### config.mk
export PLATFORM = sky130hd
export DESIGN_NAME = sorted_priority_queue_top
export DESIGN_NICKNAME = d
export VERILOG_FILES = /design/src/rtl/spq_pkg.sv /design/src/rtl/spq_cell.sv /design/src/rtl/sorted_priority_queue_top.sv
export SDC_FILE = /design/constraint.sdc
export NUM_CORES = 1
export LEC_CHECK = 0
export BUFFER_PORTS_ARGS = -buffer_cell sky130_fd_sc_hd__buf_2
export CORE_ASPECT_RATIO = 1.75
export CORE_MARGIN = 2
export CORE_UTILIZATION = 60
export CTS_CLUSTER_DIAMETER = 200
export DETAILED_ROUTE_END_ITERATION = 10
export PLACE_DENSITY = 0.77
export SYNTH_ARGS = -nofsm -noshare
export SYNTH_HDL_FRONTEND = slang
export SYNTH_SLANG_ARGS = --single-unit
### constraint.sdc
create_clock -name clk -period 5.58 [get_ports clk]
set_input_delay 0.837 -clock clk [delete_from_list [all_inputs] [get_ports clk]]
set_output_delay 0.837 -clock clk [all_outputs]
set_load 0.02 [all_outputs]
### src/rtl/spq_pkg.sv
`timescale 1ns / 1ps
`default_nettype none

package spq_pkg;

	localparam int unsigned DEPTH_DEF = 16;
	localparam int unsigned PRIO_W    = 8;
	localparam int unsigned DATA_W    = 16;
	localparam int unsigned STAT_W    = 2;
	localparam int unsigned OCC_W     = 5;

	localparam logic CMD_INSERT = 1'b0;
	localparam logic CMD_REMOVE = 1'b1;

	localparam logic [STAT_W-1:0] ST_OK    = 2'd0;
	localparam logic [STAT_W-1:0] ST_FULL  = 2'd1;
	localparam logic [STAT_W-1:0] ST_EMPTY = 2'd2;

	typedef struct packed {
		logic                     gt;
		logic [PRIO_W-1:0]        prio;
		logic signed [DATA_W-1:0] data;
	} spq_link_t;

endpackage

`default_nettype wire

### src/rtl/spq_cell.sv
`timescale 1ns / 1ps
`default_nettype none

module spq_cell (
	input  wire logic                              clk,
	input  wire logic                              ins_en,
	input  wire logic                              rem_en,
	input  wire logic                              occ,
	input  wire logic [spq_pkg::PRIO_W-1:0]        new_prio,
	input  wire logic signed [spq_pkg::DATA_W-1:0] new_data,
	input  wire spq_pkg::spq_link_t                left,
	input  wire spq_pkg::spq_link_t                right,
	output spq_pkg::spq_link_t                     self
);
	import spq_pkg::*;

	logic [PRIO_W-1:0]        prio_q;
	logic signed [DATA_W-1:0] data_q;

	// later than the new entry, or empty
	assign self.gt   = !occ || (prio_q > new_prio);
	assign self.prio = prio_q;
	assign self.data = data_q;

	always_ff @(posedge clk) begin
		if (ins_en && self.gt) begin
			if (left.gt) begin
				prio_q <= left.prio;
				data_q <= left.data;
			end else begin
				prio_q <= new_prio;
				data_q <= new_data;
			end
		end else if (rem_en) begin
			prio_q <= right.prio;
			data_q <= right.data;
		end
	end

endmodule

`default_nettype wire

### src/rtl/sorted_priority_queue_top.sv
// result: an accepted request's result is registered and appears on the master side in the cycle after
// throughput: one request per cycle while results are taken; each cell compares
// against the new entry and shifts from a neighbour in the same cycle
// reset: entry count and result valid cleared; cell contents are not cleared
`timescale 1ns / 1ps
`default_nettype none

module sorted_priority_queue_top #(
	parameter int unsigned DEPTH = spq_pkg::DEPTH_DEF
) (
	input  wire logic        clk,
	input  wire logic        arst_n,
	input  wire logic        s_tvalid,
	output logic             s_tready,
	input  wire logic [23:0] s_tdata,  // priority_req[7:0], payload[23:8]
	input  wire logic        s_tuser,  // cmd[0]
	output logic             m_tvalid,
	input  wire logic        m_tready,
	output logic [31:0]      m_tdata,  // out_priority[7:0], out_payload[23:8], occupancy[28:24]
	output logic [1:0]       m_tuser   // status[1:0]
);
	import spq_pkg::*;

	localparam int unsigned CNT_W = $clog2(DEPTH + 1);

	logic [CNT_W-1:0]         count_q;
	logic [CNT_W-1:0]         count_nx;
	logic [CNT_W+OCC_W-1:0]   count_ext;
	logic                     m_valid_q;
	logic [STAT_W-1:0]        status_q;
	logic [PRIO_W-1:0]        prio_q;
	logic signed [DATA_W-1:0] data_q;
	logic [OCC_W-1:0]         occ_q;

	logic                     acc;
	logic                     is_rem;
	logic                     full;
	logic                     empty;
	logic                     ins_en;
	logic                     rem_en;
	logic [PRIO_W-1:0]        new_prio;
	logic signed [DATA_W-1:0] new_data;
	logic [STAT_W-1:0]        status_nx;

	spq_link_t links [DEPTH];
	spq_link_t edge_link;

	assign new_prio  = s_tdata[PRIO_W-1:0];
	assign new_data  = s_tdata[PRIO_W+DATA_W-1:PRIO_W];
	assign is_rem    = (s_tuser == CMD_REMOVE);
	assign s_tready  = !m_valid_q || m_tready;
	assign acc       = s_tvalid && s_tready;
	assign full      = (count_q == CNT_W'(DEPTH));
	assign empty     = (count_q == '0);
	assign ins_en    = acc && !is_rem && !full;
	assign rem_en    = acc && is_rem && !empty;
	assign edge_link = '0;

	always_comb begin
		count_nx  = count_q;
		status_nx = ST_OK;
		if (is_rem) begin
			if (empty) begin
				status_nx = ST_EMPTY;
			end else begin
				count_nx = count_q - 1'b1;
			end
		end else begin
			if (full) begin
				status_nx = ST_FULL;
			end else begin
				count_nx = count_q + 1'b1;
			end
		end
	end

	assign count_ext = {{OCC_W{1'b0}}, count_nx};

	genvar gi;
	generate
		for (gi = 0; gi < DEPTH; gi++) begin : g_cell
			spq_link_t left_l;
			spq_link_t right_l;
			logic      occ_l;

			if (gi == 0) begin : g_first
				assign left_l = edge_link;
			end else begin : g_mid
				assign left_l = links[gi-1];
			end
			if (gi == DEPTH - 1) begin : g_last
				assign right_l = edge_link;
			end else begin : g_inner
				assign right_l = links[gi+1];
			end
			assign occ_l = (count_q > CNT_W'(gi));

			spq_cell u_cell (
				.clk     (clk),
				.ins_en  (ins_en),
				.rem_en  (rem_en),
				.occ     (occ_l),
				.new_prio(new_prio),
				.new_data(new_data),
				.left    (left_l),
				.right   (right_l),
				.self    (links[gi])
			);
		end
	endgenerate

	always_ff @(posedge clk or negedge arst_n) begin
		if (!arst_n) begin
			count_q   <= '0;
			m_valid_q <= 1'b0;
		end else begin
			if (acc) begin
				count_q   <= count_nx;
				m_valid_q <= 1'b1;
			end else if (m_tready) begin
				m_valid_q <= 1'b0;
			end
		end
	end

	always_ff @(posedge clk) begin
		if (acc) begin
			status_q <= status_nx;
			occ_q    <= count_ext[OCC_W-1:0];
			if (rem_en) begin
				prio_q <= links[0].prio;
				data_q <= links[0].data;
			end else begin
				prio_q <= '0;
				data_q <= '0;
			end
		end
	end

	assign m_tvalid = m_valid_q;
	assign m_tuser  = status_q;
	assign m_tdata  = {3'b000, occ_q, data_q, prio_q};

endmodule

`default_nettype wire

==> reports/results.txt <==
Status: completed
Layout area overhead: 8.79%
Cts repair resizes: 0
Initial Util: 0.604
Crit-path cells: buf_2 -> inv_1 -> ha_1 -> a21oi_1 -> o21ai_0 -> a22o_1 -> nor2_2 -> buf_4 -> mux2i_1 -> o21ai_0
Maximum clock rate: 0.258 GHz
CTS Buf Count: 40
Finished Layout Cells: 2794
Share of post-route cells with drive strength above 1: 0.127
Vias in the first global route: 18.6k
Pins Over Slew Limit: 0
Max Cap Viol: 0
Maximum clock path buffer count: 3
RR Endpoint: g_cell[14].u_cell.prio_q[2]
Layout Nets: 2374
Dpl hpwl: 50000 um
Reg2Reg Setup Slack: 1890 ps
CTS Sinks: 421
Largest net degree at the start of global routing: 50
Root Buffer: clkbuf_16
Worst EP required: 5860 ps
Wire length per cell: 24.5 um
Site row count: 98
Final Hold Fails: 0
Total track usage: 0.323
Synth Register Bits: 421
First-pass GRT wire length: 104000 um
Die ar.: 0.0426 mm^2
Hold Path Class: input port to async pin
Finish-stage setup viols: 0
Reg-to-reg startpoint: count_q[0]
Setup crit end kind: register
Post-synthesis area per instance: 11.1 um^2
RSZ-0062 raised after global routing: false
R2R cell count: 8
Buffers on Ports: 61
Worst path most repeated cell: o21ai_0
Most frequent cells in the layout: edfxtp_1 (415), nand2_1 (361), o21ai_0 (342)
Top FF cell, synth: edfxtp_1
Peak supply drop: 0.000263 V
Max Clock Skew: 29.8 ps
Vias per cell: 6.43
Die Y: 271 um
Placement Cell Area: 0.0254 mm^2
Fillers: 3082
Post-synthesis cell type count: 63
Detailed Routing Iterations Pass 1: 5
Worst-path fanout max: 18
Remaining DRCs: 0
Cell Pwr Density: 417 mW/mm^2
Ports: 65
H-tree Lvls: 2
Minimum clock period: 3880 ps
Slew @ Worst Pin: 1150 ps
Initial antenna violation count: 4
Fin area: 0.0267 mm^2
Drt total wl: 68500 um
Number of DRC markers in iteration 0: 1629
Commonest non-fill, non-tap cell in the layout: edfxtp_1
CTS tree: done
Antenna Nets Post-Route: 0
Seq/Total Area, Yosys: 0.514
Post-synth ARST share: 0.0143
Via Count: 18.0k
WS Path Type: input port to register
Core area: 0.0406 mm^2
GRT overflow: 0
Slowest-stage cell, CP: nor2_2
DIE WIDTH: 157 um
Crit path largest cell delay: 830 ps
WP data arrival: 4160 ps
Mapped Cells: 2201
Placed insts: 2719
Final RePlAce weighted congestion: 0.930
Post-CTS Setup Inserts: 0
CTS clk-pin slew, worst paths: 60 ps
Synthesized cell area: 0.0245 mm^2
Leak pwr: 10.9 nW
Clk_lat worst skew: 580 ps
Setup TNS: 0 ps
Warnings from Yosys: 0
Tcrit/Tclk final: 0.696
Worst slew margin: 0.232
Post-synth EDFFs: 415
# hold bufs at CTS: 0
Setup crit start kind: input port
==> worst max-delay path, delay by kind of cell <==
kind                       cells  cell delay (ps)
adders and majority gates      1              400
AOI/OAI and AO/OA              4              620
muxes                          1              230
buffers and inverters          3             1230
and+or+nand+nor                1              830
==> per-layer routing <==
metal | global-route usage | share of wire | vias to the layer above
li1 | - | - | 8149
met1 | 0.343 | 0.34 | 8669
met2 | 0.579 | 0.52 | 862
met3 | 0.0450 | 0.062 | 289
met4 | 0.230 | 0.079 | 0
met5 | 0 | 0 | -
==> stage by stage <==
stage | worst slack, ps | util | hold slack [ps] | total power, mW
5_1_grt | 1550 | 0.657 | 89.7 | 11.6
3_5_place_dp | 1160 | 0.625 | 524 | 8.31
2_1_floorplan | 1250 | - | 518 | 7.25
3_3_place_gp | 1300 | 0.625 | 505 | 8.18
6_report | 1700 | 0.657 | 91.2 | 11.1
4_1_cts | 1740 | 0.657 | 80.7 | 11.1
==> kinds of logic (layout without fill, tap and decap cells) <==
logic type / count (synthesis) / in the layout / share of synthesized area
AOI/OAI and AO/OA: 557 / 557 / 0.123
xor gates and xnor gates: 4 / 4 / 0.00143
adders and majority gates: 134 / 134 / 0.0684
buffers and inverters: 188 / 226 / 0.0364
DFF: 421 / 421 / 0.514
muxes: 371 / 371 / 0.160
other: 1 / 6 / 0.000153
and+or+nand+nor: 525 / 525 / 0.0971
==> Yosys cell counts, types with 3 or more instances <==
master	number	area share
buf_6	6	0.0028
nand2_1	361	0.055
mux2_2	34	0.016
and2_1	24	0.0061
o211ai_1	14	0.0043
mux2_4	31	0.019
a211oi_1	6	0.0018
a21oi_1	111	0.023
edfxtp_1	415	0.51
inv_1	29	0.0044
nor2_1	21	0.0032
nor3_1	8	0.0016
clkbuf_1	82	0.013
mux2i_1	306	0.12
o21ai_0	347	0.071
o21ai_1	15	0.0031
nor3_2	6	0.0024
o21a_1	11	0.0034
nand2b_1	9	0.0023
buf_1	3	0.00046
and3_1	4	0.0010
dfrtp_1	6	0.0061
nand4_1	27	0.0069
a21o_1	4	0.0012
ha_1	134	0.068
buf_4	24	0.0073
and4_1	3	0.0011
buf_2	41	0.0084
nor2b_1	43	0.011
o22ai_1	24	0.0061
xnor2_1	4	0.0014
nor2_2	4	0.0010
a21boi_0	4	0.0012
o31ai_1	5	0.0015
nand3_1	5	0.0010
==> worst max path at each step <==
stage	start	end	slack (ps)	cells after the start
after global routing	s_tdata[7]	g_cell[12].u_cell.prio_q[6]	1550	10
final	s_tdata[7]	g_cell[12].u_cell.prio_q[5]	1700	10
after CTS	s_tdata[7]	g_cell[12].u_cell.prio_q[5]	1740	10
after floorplan	s_tdata[1]	g_cell[14].u_cell.data_q[0]	1250	8
after detailed placement	s_tdata[7]	g_cell[14].u_cell.data_q[13]	1160	10
after global placement	s_tdata[7]	g_cell[14].u_cell.data_q[1]	1300	10
==> cell type report <==
cell class,count,area (um^2),share of cell area
sequential,421,12600,0.473
timing repair buffer,123,783,0.0294
inverter,31,116,0.00436
multi-input combinational,1594,11200,0.418
clock inverter,24,251,0.00943
clock buffer,48,1060,0.0398
antenna,3,7.51,0.000281
tap,550,688,0.0258
==> flip-flops by register name, summed over array words and instances, names as in the netlist <==
register / count
m_tvalid: 1
count_q: 5
g_cell.u_cell.prio_q: 128
occ_q: 5
g_cell.u_cell.data_q: 256
prio_q: 8
data_q: 16
m_tuser: 2
==> power breakdown <==
group	leakage, nW	switching [mW]	internal, mW	total, mW
sequential	3.99	0.400	4.21	4.61
combinational	6.25	2.25	1.46	3.71
clock	0.645	1.25	1.56	2.81
(Power assumes the default switching activity.)
